==> src/hdl/dnle_pkg.sv <==
// shared types and constants of the dns name label encoder
package dnle_pkg;

  localparam int LABEL_LIMIT = 63;
  localparam int FILL_W      = $clog2(LABEL_LIMIT + 1);
  localparam int TOTAL_W     = 9;
  localparam int MAX_W       = 8;

  localparam logic [7:0] DOT_CHAR = 8'd46;

  typedef enum logic [1:0] {
    ERR_NONE       = 2'd0,
    ERR_EMPTY      = 2'd1,
    ERR_LONG_LABEL = 2'd2,
    ERR_LONG_NAME  = 2'd3
  } err_t;

  typedef enum logic [1:0] {
    ACT_NONE,
    ACT_ERROR,
    ACT_FLUSH
  } action_t;

  typedef enum logic [1:0] {
    OUT_ERR,
    OUT_LEN,
    OUT_DATA
  } out_sel_t;

  typedef enum logic [1:0] {
    S_IDLE,
    S_ERR,
    S_LEN,
    S_DATA
  } state_t;

  typedef struct packed {
    logic     take;
    logic     load;
    out_sel_t sel;
    logic     advance;
  } cmd_t;

  typedef struct packed {
    logic    in_fire;
    action_t action;
    logic    slot_free;
    logic    last_data;
  } status_t;

endpackage

==> src/hdl/dnle_in_if.sv <==
// input channel: one character of the dotted name per item
interface dnle_in_if;
  logic       valid;
  logic       ready;
  logic [7:0] char_in;
  logic       is_final;

  modport source(output valid, output char_in, output is_final, input ready);
  modport sink(input valid, input char_in, input is_final, output ready);
endinterface

==> src/hdl/dnle_out_if.sv <==
// output channel: one encoded byte per item
interface dnle_out_if;
  logic       valid;
  logic       ready;
  logic [7:0] byte_out;
  logic       is_length;
  logic       last_of_run;
  logic       name_end;
  logic [1:0] error_code;

  modport source(output valid, output byte_out, output is_length, output last_of_run,
                 output name_end, output error_code, input ready);
  modport sink(input valid, input byte_out, input is_length, input last_of_run,
               input name_end, input error_code, output ready);
endinterface

==> src/hdl/dnle_ctrl.sv <==
// controller state machine of the dns name label encoder
module dnle_ctrl (
  input  logic             clk,
  input  logic             rst,
  input  dnle_pkg::status_t status,
  output dnle_pkg::cmd_t    cmd
);
  import dnle_pkg::*;

  state_t state;
  state_t state_next;

  always_ff @(posedge clk) begin
    if (rst) begin
      state <= S_IDLE;
    end else begin
      state <= state_next;
    end
  end

  always_comb begin
    state_next = state;
    unique case (state)
      S_IDLE: begin
        if (status.in_fire) begin
          unique case (status.action)
            ACT_ERROR: state_next = S_ERR;
            ACT_FLUSH: state_next = S_LEN;
            default:   state_next = S_IDLE;
          endcase
        end
      end
      S_ERR: begin
        if (status.slot_free) state_next = S_IDLE;
      end
      S_LEN: begin
        if (status.slot_free) state_next = S_DATA;
      end
      S_DATA: begin
        if (status.slot_free && status.last_data) state_next = S_IDLE;
      end
      default: state_next = S_IDLE;
    endcase
  end

  always_comb begin
    cmd.take    = 1'b0;
    cmd.load    = 1'b0;
    cmd.sel     = OUT_ERR;
    cmd.advance = 1'b0;
    unique case (state)
      S_IDLE: cmd.take = 1'b1;
      S_ERR: begin
        cmd.load = status.slot_free;
        cmd.sel  = OUT_ERR;
      end
      S_LEN: begin
        cmd.load = status.slot_free;
        cmd.sel  = OUT_LEN;
      end
      S_DATA: begin
        cmd.load    = status.slot_free;
        cmd.sel     = OUT_DATA;
        cmd.advance = status.slot_free;
      end
      default: cmd.take = 1'b0;
    endcase
  end

`ifndef SYNTHESIS
  // a flush always starts with the length byte
  a_flush_to_len: assert property (@(posedge clk) disable iff (rst)
    (state == S_IDLE && status.in_fire && status.action == ACT_FLUSH) |=> state == S_LEN)
    else $error("flush did not start with a length byte");

  // no new item while a run is being emitted
  a_no_take_busy: assert property (@(posedge clk) disable iff (rst)
    (state != S_IDLE) |-> !cmd.take)
    else $error("input taken during emission");

  // a stalled data byte keeps the machine in place
  a_data_hold: assert property (@(posedge clk) disable iff (rst)
    (state == S_DATA && !status.slot_free) |=> state == S_DATA)
    else $error("data state left while stalled");
`endif

endmodule

==> src/hdl/dnle_dpath.sv <==
// datapath: label memory, counters, error latch and output register
module dnle_dpath (
  input  logic                       clk,
  input  logic                       rst,
  input  logic [dnle_pkg::MAX_W-1:0] max_len,
  input  dnle_pkg::cmd_t             cmd,
  output dnle_pkg::status_t          status,
  dnle_in_if.sink                    name_chars,
  dnle_out_if.source                 wire_bytes
);
  import dnle_pkg::*;

  // label memory
  logic [7:0] label_mem [LABEL_LIMIT];
  logic [7:0] rd_data;

  // name state
  logic [FILL_W-1:0]  fill;
  logic [TOTAL_W-1:0] total;
  err_t               latch;

  // run being emitted
  logic [FILL_W-1:0] run_len;
  logic [FILL_W-1:0] rd_idx;
  logic [FILL_W-1:0] rd_idx_next;
  logic              pend_fin;
  err_t              pend_code;

  // output register
  logic       out_valid;
  logic [7:0] out_byte;
  logic       out_len;
  logic       out_last;
  logic       out_end;
  err_t       out_err;

  // item decode
  logic              in_fire;
  logic              dot;
  logic [FILL_W-1:0] n_eff;
  logic [TOTAL_W:0]  sum;
  logic              over;
  logic              store_ok;
  action_t           action;
  err_t              code;
  logic              slot_free;
  logic              last_data;

  assign in_fire  = cmd.take && name_chars.valid;
  assign dot      = (name_chars.char_in == DOT_CHAR);
  assign n_eff    = dot ? fill : fill + FILL_W'(1);
  assign sum      = (TOTAL_W + 1)'(total) + (TOTAL_W + 1)'(n_eff) + (TOTAL_W + 1)'(1);
  assign over     = sum > (TOTAL_W + 1)'(max_len);
  assign store_ok = (latch == ERR_NONE) && !dot && (fill < FILL_W'(LABEL_LIMIT));

  always_comb begin
    action = ACT_NONE;
    code   = ERR_NONE;
    priority if (latch != ERR_NONE) begin
      if (name_chars.is_final) begin
        action = ACT_ERROR;
        code   = latch;
      end
    end else if (dot) begin
      priority if (fill == '0) begin
        action = ACT_ERROR;
        code   = ERR_EMPTY;
      end else if (over) begin
        action = ACT_ERROR;
        code   = ERR_LONG_NAME;
      end else begin
        action = ACT_FLUSH;
      end
    end else if (fill >= FILL_W'(LABEL_LIMIT)) begin
      action = ACT_ERROR;
      code   = ERR_LONG_LABEL;
    end else if (name_chars.is_final) begin
      if (over) begin
        action = ACT_ERROR;
        code   = ERR_LONG_NAME;
      end else begin
        action = ACT_FLUSH;
      end
    end else begin
      action = ACT_NONE;
    end
  end

  assign slot_free = !out_valid || wire_bytes.ready;
  assign last_data = (rd_idx == run_len - FILL_W'(1));

  assign status.in_fire   = in_fire;
  assign status.action    = action;
  assign status.slot_free = slot_free;
  assign status.last_data = last_data;

  assign name_chars.ready = cmd.take;

  // read address follows the next index so rd_data matches rd_idx during emission
  always_comb begin
    rd_idx_next = rd_idx;
    if (cmd.take) begin
      rd_idx_next = '0;
    end else if (cmd.advance) begin
      rd_idx_next = rd_idx + FILL_W'(1);
    end
  end

  always_ff @(posedge clk) begin
    if (in_fire && store_ok) begin
      label_mem[fill] <= name_chars.char_in;
    end
    if (rd_idx_next < FILL_W'(LABEL_LIMIT)) begin
      rd_data <= label_mem[rd_idx_next];
    end
  end

  always_ff @(posedge clk) begin
    if (rst) begin
      fill   <= '0;
      total  <= '0;
      latch  <= ERR_NONE;
      rd_idx <= '0;
    end else begin
      rd_idx <= rd_idx_next;
      if (in_fire) begin
        unique case (action)
          ACT_ERROR: begin
            fill  <= '0;
            total <= '0;
            latch <= name_chars.is_final ? ERR_NONE : code;
          end
          ACT_FLUSH: begin
            fill  <= '0;
            total <= name_chars.is_final ? '0 : sum[TOTAL_W-1:0];
          end
          default: begin
            if (store_ok) fill <= fill + FILL_W'(1);
          end
        endcase
      end
    end
  end

  always_ff @(posedge clk) begin
    if (in_fire) begin
      run_len   <= n_eff;
      pend_fin  <= name_chars.is_final;
      pend_code <= code;
    end
  end

  always_ff @(posedge clk) begin
    if (rst) begin
      out_valid <= 1'b0;
    end else if (cmd.load) begin
      out_valid <= 1'b1;
    end else if (wire_bytes.ready) begin
      out_valid <= 1'b0;
    end
  end

  always_ff @(posedge clk) begin
    if (cmd.load) begin
      unique case (cmd.sel)
        OUT_ERR: begin
          out_byte <= 8'd0;
          out_len  <= 1'b0;
          out_last <= 1'b1;
          out_end  <= pend_fin;
          out_err  <= pend_code;
        end
        OUT_LEN: begin
          out_byte <= 8'(run_len);
          out_len  <= 1'b1;
          out_last <= 1'b0;
          out_end  <= 1'b0;
          out_err  <= ERR_NONE;
        end
        default: begin
          out_byte <= rd_data;
          out_len  <= 1'b0;
          out_last <= last_data;
          out_end  <= last_data && pend_fin;
          out_err  <= ERR_NONE;
        end
      endcase
    end
  end

  assign wire_bytes.valid       = out_valid;
  assign wire_bytes.byte_out    = out_byte;
  assign wire_bytes.is_length   = out_len;
  assign wire_bytes.last_of_run = out_last;
  assign wire_bytes.name_end    = out_end;
  assign wire_bytes.error_code  = out_err;

`ifndef SYNTHESIS
  // an accepted flush leaves the label buffer empty
  a_flush_clears: assert property (@(posedge clk) disable iff (rst)
    (in_fire && action == ACT_FLUSH) |=> fill == '0)
    else $error("label buffer not cleared by flush");

  // an error clears the buffer and the running count
  a_error_clears: assert property (@(posedge clk) disable iff (rst)
    (in_fire && action == ACT_ERROR) |=> (fill == '0 && total == '0))
    else $error("error did not clear name state");

  // data bytes are only read inside the buffered label
  a_read_in_label: assert property (@(posedge clk) disable iff (rst)
    cmd.advance |-> rd_idx < run_len)
    else $error("label read past its end");

  // a load never overwrites an item not yet taken
  a_no_overwrite: assert property (@(posedge clk) disable iff (rst)
    cmd.load |-> slot_free)
    else $error("output register overwritten");
`endif

endmodule

==> src/hdl/dns_name_label_encoder.sv <==
// top level of the dns name label encoder: config register and unit wiring
//
// Turns a dotted domain name, one character item at a time, into DNS wire-format
// labels: each label comes out as its length byte followed by its characters, and
// the last byte of the name carries name_end; no root byte is emitted. An ordinary
// character item is taken and produces nothing. A dot, or the final character, is
// accepted and its n-character label is sent as a length byte plus n bytes,
// one byte a cycle while the output is not stalled, from the single read port of
// the label memory; an error item is accepted and then gives one result item.
// Empty labels (error 1), labels over 63 characters (error 2) and names whose
// encoded length would exceed max_encoded_length (error 3) give one error item;
// after an error in mid-name all items up to the final one are dropped and the
// final one repeats the code. The label memory needs no clearing after reset.
// max_encoded_length sits at APB byte address 0, resets to 255, and should
// only be written while the block is idle.
module dns_name_label_encoder (
  input  logic        clk,
  input  logic        rst,
  // apb configuration port
  input  logic        psel,
  input  logic        penable,
  input  logic        pwrite,
  input  logic [1:0]  paddr,
  input  logic [31:0] pwdata,
  output logic [31:0] prdata,
  output logic        pready,
  // item channels
  dnle_in_if.sink     name_chars,
  dnle_out_if.source  wire_bytes
);
  import dnle_pkg::*;

  // configured limit on the encoded name length
  logic [MAX_W-1:0] max_len;
  logic             cfg_write;

  cmd_t    cmd;
  status_t status;

  // single register at address 0, other offsets read zero and ignore writes
  assign pready    = 1'b1;
  assign cfg_write = psel && penable && pwrite && (paddr == 2'd0);
  assign prdata    = (paddr == 2'd0) ? 32'(max_len) : 32'd0;

  always_ff @(posedge clk) begin
    if (rst) begin
      max_len <= MAX_W'(255);
    end else if (cfg_write) begin
      max_len <= pwdata[MAX_W-1:0];
    end
  end

  // sequencer: accept, then error, length and data emission states
  dnle_ctrl u_ctrl (
    .clk    (clk),
    .rst    (rst),
    .status (status),
    .cmd    (cmd)
  );

  // label memory, counters and output register
  dnle_dpath u_dpath (
    .clk        (clk),
    .rst        (rst),
    .max_len    (max_len),
    .cmd        (cmd),
    .status     (status),
    .name_chars (name_chars),
    .wire_bytes (wire_bytes)
  );

endmodule
==> src/flat_wrapper.sv <==
// flat-port wrapper written by rule: the top's interface ports become plain ports
module dns_name_label_encoder_flat import dnle_pkg::*;
  (clk, rst, psel, penable, pwrite, paddr, pwdata, prdata, pready, name_chars_valid, name_chars_char_in, name_chars_is_final, name_chars_ready, wire_bytes_valid, wire_bytes_byte_out, wire_bytes_is_length, wire_bytes_last_of_run, wire_bytes_name_end, wire_bytes_error_code, wire_bytes_ready);
  dnle_in_if name_chars_i ();
  dnle_out_if wire_bytes_i ();
  input  logic clk;
  input  logic rst;
  input  logic psel;
  input  logic penable;
  input  logic pwrite;
  input  logic [1:0] paddr;
  input  logic [31:0] pwdata;
  output logic [31:0] prdata;
  output logic pready;
  input wire logic [$bits(name_chars_i.valid)-1:0] name_chars_valid;
  input wire logic [$bits(name_chars_i.char_in)-1:0] name_chars_char_in;
  input wire logic [$bits(name_chars_i.is_final)-1:0] name_chars_is_final;
  output wire logic [$bits(name_chars_i.ready)-1:0] name_chars_ready;
  output wire logic [$bits(wire_bytes_i.valid)-1:0] wire_bytes_valid;
  output wire logic [$bits(wire_bytes_i.byte_out)-1:0] wire_bytes_byte_out;
  output wire logic [$bits(wire_bytes_i.is_length)-1:0] wire_bytes_is_length;
  output wire logic [$bits(wire_bytes_i.last_of_run)-1:0] wire_bytes_last_of_run;
  output wire logic [$bits(wire_bytes_i.name_end)-1:0] wire_bytes_name_end;
  output wire logic [$bits(wire_bytes_i.error_code)-1:0] wire_bytes_error_code;
  input wire logic [$bits(wire_bytes_i.ready)-1:0] wire_bytes_ready;
  assign name_chars_i.valid = name_chars_valid;
  assign name_chars_i.char_in = name_chars_char_in;
  assign name_chars_i.is_final = name_chars_is_final;
  assign name_chars_ready = name_chars_i.ready;
  assign wire_bytes_valid = wire_bytes_i.valid;
  assign wire_bytes_byte_out = wire_bytes_i.byte_out;
  assign wire_bytes_is_length = wire_bytes_i.is_length;
  assign wire_bytes_last_of_run = wire_bytes_i.last_of_run;
  assign wire_bytes_name_end = wire_bytes_i.name_end;
  assign wire_bytes_error_code = wire_bytes_i.error_code;
  assign wire_bytes_i.ready = wire_bytes_ready;
  dns_name_label_encoder u_core (.clk(clk), .rst(rst), .psel(psel), .penable(penable), .pwrite(pwrite), .paddr(paddr), .pwdata(pwdata), .prdata(prdata), .pready(pready), .name_chars(name_chars_i), .wire_bytes(wire_bytes_i));
endmodule
==> config.mk <==
export PLATFORM = sky130hd
export DESIGN_NAME = dns_name_label_encoder_flat
export DESIGN_NICKNAME = d
export VERILOG_FILES = /design/src/hdl/dnle_pkg.sv /design/src/hdl/dnle_in_if.sv /design/src/hdl/dnle_out_if.sv /design/src/hdl/dnle_ctrl.sv /design/src/hdl/dnle_dpath.sv /design/src/hdl/dns_name_label_encoder.sv /design/src/flat_wrapper.sv
export SDC_FILE = /design/constraint.sdc
export NUM_CORES = 1
export LEC_CHECK = 0
export BUFFER_PORTS_ARGS = -buffer_cell sky130_fd_sc_hd__buf_2
export CAP_MARGIN = 20
export CORE_UTILIZATION = 55
export CTS_CLUSTER_DIAMETER = 40
export DETAILED_ROUTE_END_ITERATION = 10
export PLACE_DENSITY = 0.76
export SLEW_MARGIN = 5
export SYNTH_ARGS = -nofsm -noshare
export SYNTH_HDL_FRONTEND = slang
export SYNTH_SLANG_ARGS = --single-unit
==> constraint.sdc <==
create_clock -name clk -period 5.4 [get_ports clk]
set_input_delay 0.81 -clock clk [delete_from_list [all_inputs] [get_ports clk]]
set_output_delay 0.81 -clock clk [all_outputs]
set_load 0.02 [all_outputs]
[After elaboration in Yosys (flattened, before gate mapping)]
Memories as Yosys holds them, arrays and structs flattened. A register that Yosys moved wholly into a read port is not among the register bits.
Index checks and enable logic that the tools add are counted.
Operators by class
  muxes and demuxes: 40
  equality and inequality tests: 12
  bitwise gates (word level): 0
  $add $sub $neg: 5
  $lt $le $gt $ge: 4
  shift-type cells: 0
  divide/modulo/power cells: 0
  multipliers: 0
  reductions and logical operators: 26
Operators by type and width (count)
  2-bit two-way mux: 18
  6-bit two-way mux: 5
  9-bit one-hot mux with 2 select lines: 1
  8-bit one-hot mux with 2 select lines: 1
  6-bit by 1-bit adder with 6-bit output (second input constant): 2
  6-bit less-than comparator (second input constant): 2
  10-bit by 1-bit adder with 10-bit output (second input constant): 1
  9-bit by 6-bit adder with 10-bit output: 1
  10-bit by 8-bit greater-than comparator with 1-bit output: 1
  1-bit logical AND: 9
  9-bit two-way mux: 1
  3-bit one-hot mux with 3 select lines: 1
  8-bit by 6-bit == test with 1-bit output (second input constant): 1
  2-bit logical NOT: 4
  1-bit two-way mux: 8
  8-bit two-way mux: 1
  2-bit inequality test (second input constant): 4
  2-bit one-hot mux with 4 select lines: 1
  2-bit nonzero test: 4
  2-bit by 1-bit == test with 1-bit output (second input constant): 3
  2-bit == test (second input constant): 3
  6-bit == test: 1
  6-bit greater-or-equal comparator (second input constant): 1
  6-bit logical NOT: 1
  other kinds (8): 12
Storage, ports and cells
  bits of input ports: 50
  memories kept: 1
  memory bits (writable): 504
  memory bits (read-only): 0
  logic and storage cells: 103
  register bits: 56
  latch bits: 0
  output and inout port bits: 48
Memories
  u_core.u_dpath.label_mem: words 63, bits a word 8, rd ports 1, clocked after Yosys merged registers in 1, write ports 1, line dnle_dpath.sv:14  | logic [7:0] label_mem [LABEL_LIMIT];

[Depth between registers and ports, before layout]
  depth after elaboration: 14
  gate-level depth with buffers: 27
  gate-level depth less buffers: 25

[By module]
From an unflattened synthesis, not the netlist that was laid out.
Second synthesis, totals
  cells, all modules: 1752
  area, all modules: 24581.1 um^2
Modules (own cells, without submodules)
  dnle_dpath: seq. area each 16515.8 um^2, area each 23837.9 um^2, instances 1, cells each 1663
  dns_name_label_encoder: seq. area each 160.2 um^2, area each 598.1 um^2, instances 1, cells each 71
  dnle_ctrl: seq. area each 40.0 um^2, area each 145.1 um^2, instances 1, cells each 18

[Least setup slack after synthesis]
No wires, ideal clock.
  path kind: input to register
  start: input port name_chars_char_in[4]
  end: register u_core.u_dpath.total[7]
  buffers on the path: 1
  setup time: 0.074 ns
  path slack: -0.153 ns
  stages on the path: 22
  required time: 5.326 ns
  arrival: 5.478 ns
  path through: nor4b_1 -> nand4_1 -> clkbuf_1 -> xnor2_1 -> ha_1 -> fa_1 -> nand2b_1 -> a21boi_0 -> o21a_1 -> nor2_1 -> ha_1 -> nor2b_1 -> o21ai_0 -> o211ai_1 -> a211oi_1 -> o22ai_1 -> nand2b_1 -> or2_2 -> ha_1 -> nand2b_1 -> or4_1 -> a31oi_1
On the way
  longest elaborated chain between the ends: 13
  elaborated cells on any way between the ends: 17
  those cells by class: add/sub: 2; order compare: 1; eq/ne: 3; mux: 9; reduce/logical: 2
Ends and longest elaborated chain
  start: declaration: line flat_wrapper.sv:16  | input wire logic [$bits(name_chars_i.char_in)-1:0] name_chars_char_in;
  8-bit by 6-bit == test with 1-bit output (*): line dnle_dpath.sv:50  | assign dot = (name_chars.char_in == DOT_CHAR);
  6-bit two-way mux: line dnle_dpath.sv:51  | assign n_eff = dot ? fill : fill + FILL_W'(1);
  9-bit by 6-bit adder with 10-bit output: line dnle_dpath.sv:52  | assign sum = (TOTAL_W + 1)'(total) + (TOTAL_W + 1)'(n_eff) + (TOTAL_W + 1)'(1);
  10-bit by 1-bit adder with 10-bit output: line dnle_dpath.sv:52
  10-bit by 8-bit greater-than comparator with 1-bit output: line dnle_dpath.sv:53  | assign over = sum > (TOTAL_W + 1)'(max_len);
  2-bit two-way mux: line dnle_dpath.sv:68, dnle_dpath.sv:78
  2-bit two-way mux: line dnle_dpath.sv:77  | end else if (name_chars.is_final) begin
  2-bit two-way mux: line dnle_dpath.sv:74  | end else if (fill >= FILL_W'(LABEL_LIMIT)) begin
  2-bit two-way mux: line dnle_dpath.sv:64  | end else if (dot) begin
  2-bit two-way mux: line dnle_dpath.sv:59  | priority if (latch != ERR_NONE) begin
  2-bit == test / 2-bit by 1-bit == test with 1-bit output (equally long branches): line dnle_dpath.sv:127  | unique case (action)
  2-bit nonzero test (no source line)
  2-bit AND reduction (no source line)
  end signal: assignment: line dnle_dpath.sv:135  | total <= name_chars.is_final ? '0 : sum[TOTAL_W-1:0];
  end: declaration: line dnle_dpath.sv:19  | logic [TOTAL_W-1:0] total;
Mark *: on every way between the ends. The rest lies on a longest branch, timed or not.
A chain may end at the register's enable or synchronous reset.

[Worst setup path in the final report]
Ends and elaborated chain as after synthesis.

==> results.md <==
- Status: complete, no violations
- Type of the worst min-delay path: in -> reg
- Arrival time at the worst endpoint: 5.62 ns
- Top-area cell type share of the netlist area: 65.9%
- DR vias: 15.5k
- NumNets Final: 1985
- Fin crit period: 5.10 ns
- Register area share after synthesis: 68.7%
- H-tree levels: 3
- Placed wire-length estimate: 36500 um
- Biggest area consumer among synthesized cells: edfxtp_1
- Cell Count, Final, Fillers Out: 2555
- Area of the multi-input gates: 6920 sq um
- Die Y: 212 um
- Final setup violation count: 0
- Predominant post-synthesis flop cell: edfxtp_1
- Slew @ Worst Pin: 1.04 ns
- Max-slew violations: 0
- Distinct cells, synth: 78
- First-pass GRT wire length: 88000 um
- Total CTS buffers: 73
- TritonCTS Sinks: 568
- Ports: 98
- Post-CTS Hold Buffers: 0
- CTS clk-pin slew, worst paths: 0.06 ns
- Seq pwr share: 48.2%
- Clock skew: 0.0194 ns
- Most numerous cell in the Yosys netlist: edfxtp_1
- Port Buf Inserts: 48
- EDFF count, synth: 534
- Int Pwr: 7.87 mW
- GRT overflow: 0
- PD cells: 364 nW/um^2
- DRT iter0 DRCs: 1628
- Diode count: 0
- Yosys warnings: 0
- Syn-to-layout area delta: 14.4%
- Mapped Avg Cell Area: 13.4 sq um
- Tot Pwr: 10.1 mW
- Final hold vios: 0
- Leak Pwr: 9.78 nW
- Row count: 76
- Share of cells above drive strength 1: 13.8%
- Initial core utilization: 56.1%
- Net Switching: 2.25 mW
- Post-Syn Area: 24300 sq um
- Crit Path Max Fanout: 4
- Vias/cell: 6.07
- Sw Ratio: 22.3%
- Post-layout util: 64.2%
- TritonCTS clock tree: done
- Filler cell count: 3123
- Max-Cap Viols: 0
- Critical Path Start: name_chars_char_in[4]
- Crit Path Category: in -> reg
- Async SR Flop Fraction: 0%
- Clk Latency, worst-skew pair: 0.61 ns
- Largest net degree at the start of global routing: 89
- Maximum vdd ir drop: 0.378 mV
- Routed WL: 59000 um
- Total die area: 45100 sq um
- CORE AREA: 43400 sq um
- Reg-to-Reg Start: u_core.u_dpath.fill[0]
- DR DRC count: 0
- Final period util: 94.4%
- Synth top cells by count: edfxtp_1, nand2_1, mux2i_1
- Antenna Violating Nets Remaining: 0
- Vias in the first global route: 14.9k
- Total global-route track usage: 26.6%
- Clk pwr share: 47.2%
- Highest clock rate: 196 MHz
- Slew HR: 30.3%
- Hold_sp: pwdata[0]
- Register bit total from synthesis: 568
- CP required: 5.92 ns
- Drt pass-1 iters: 6
- Initial antenna violation count: 0
- Post-DR wirelength/cell: 23.1 um
- Placed cell count: 2423
- Die width: 212 um
- Register Area: 16700 sq um
- Post-synthesis instance total: 1820
- CP Launch Type: input pin
- Logic pwr share: 4.6%
- Gpl congestion: 0.924
- Critical path capture point type: register
- Longest Clk Path Bufs: 3
- Root buffer cell: clkbuf_16
- Synth area leaders: edfxtp_1, mux2i_1, nand2_1
## layout by cell type, fill, tap and decap left out, drive strengths merged, types with 5 or more instances in the layout
cell and instances:
edfxtp 534, nand2 282, mux2i 160, nand3 134, buf 121, nor2 119
clkbuf 80, inv 57, a211oi 46, dfxtp 34, a21oi 33, nand4 29
conb 25, a211o 24, ha 20, nor3 20, clkinv 20, a22oi 19
nor2b 18, nand3b 17, o21ai 17, and3 15, a31oi 14, a32oi 13
xnor2 10, nand2b 9, o211a 7, and4b 7, clkinvlp 7, bufinv 7
and2 6, xor2 5
## final timing paths
check | to | slack, ns | depth (start not counted)
hold reg to reg | u_core.max_len[6] | 0.47 | 2
setup reg to reg | u_core.u_dpath.total[7] | 0.41 | 21
setup / recovery | u_core.u_dpath.total[7] | 0.30 | 25
hold / removal | u_core.max_len[0] | 0.43 | 3
## routing by layer
layer  vias up  track usage [%]  wire [um]
met4         0             10.7       2320
met2       806             41.5      27500
li1       6952                -          -
met3       155             6.43       5620
met5         -                0          0
met1      7604             36.1      23600
## logic make-up after synthesis
logic type	share of synthesized area (%)
other cells	0.0309
mux	6.59
xor+xnor	0.540
flops	68.7
simple gates	13.2
fa+ha+maj	1.11
compound gates	6.40
buf+inv	3.43
## state kept, by name (all words and copies together) (netlist names)
| signal | count |
|---|---|
| u_core.u_dpath.rd_data | 8 |
| u_core.u_dpath.fill | 6 |
| u_core.max_len | 8 |
| u_core.u_dpath.pend_fin | 1 |
| u_core.u_dpath.wire_bytes.name_end | 1 |
| u_core.u_dpath.pend_code | 2 |
| u_core.u_dpath.rd_idx | 6 |
| u_core.u_dpath.latch | 2 |
| u_core.u_ctrl.state | 2 |
| u_core.u_dpath.total | 9 |
| u_core.u_dpath.wire_bytes.valid | 1 |
| u_core.u_dpath.wire_bytes.byte_out | 8 |
| u_core.u_dpath.wire_bytes.last_of_run | 1 |
| u_core.u_dpath.wire_bytes.error_code | 2 |
| u_core.u_dpath.label_mem | 504 |
| u_core.u_dpath.wire_bytes.is_length | 1 |
| u_core.u_dpath.run_len | 6 |
## repair_timing
item / CTS / global route
buffers inserted: 0 / 0
resized for setup: 0 / 7
setup endpoints to repair: 0 / 12
endpoints found under the hold margin: 0 / 0
## critical path, cell delays in order
cell      delay [ns]
buf_2           0.11
nor4b_2         0.26
nand4_1         0.17
buf_12          0.19
xnor2_1         0.16
ha_2            0.21
fa_1            0.41
nand2b_1        0.18
a21boi_2        0.16
o21a_1          0.19
o21ai_0         0.11
nor2b_1         0.18
xnor2_1         0.14
ha_1            0.32
nand3_1         0.08
nor2_1          0.09
nand2_1         0.05
o21ai_0         0.07
o22ai_1         0.11
nand2b_1        0.20
or2_2           0.32
ha_4            0.26
nand2b_1        0.16
or4_1           0.50
a31oi_1         0.16
## power by group through the flow
| stage | Combinational, mW | Clock (mW) | Sequential, mW |
|---|---|---|---|
| after global routing | 0.496 | 4.97 | 4.88 |
| after floorplan | 0.251 | 0 | 4.98 |
| final | 0.462 | 4.78 | 4.88 |
| after global placement | 0.434 | 0 | 4.98 |
| after CTS | 0.449 | 4.81 | 4.89 |
| after detailed placement | 0.446 | 0 | 4.98 |
## layout make-up
cell class / count / area share (%)
sequential: 568 / 60.1
clock inverter: 51 / 2.00
inverter: 40 / 0.540
clock buffer: 80 / 6.66
multi-input combinational: 1110 / 24.9
timing repair buffer: 121 / 3.22
tap: 585 / 2.63
## stage by stage
step / setup WS [ns] / TNS [ns] / cell area, sq um / hold WS, ns
after floorplan: 0.0352 / 0 / 24400 / 0.436
after global placement: -0.264 / -2.28 / 25400 / 0.453
after detailed placement: -0.418 / -4.43 / 25400 / 0.455
after CTS: 0.176 / 0 / 27800 / 0.409
after global routing: -0.0166 / -0.0166 / 27800 / 0.432
final: 0.300 / 0 / 27800 / 0.430
Power figures use the tool's default switching activity.
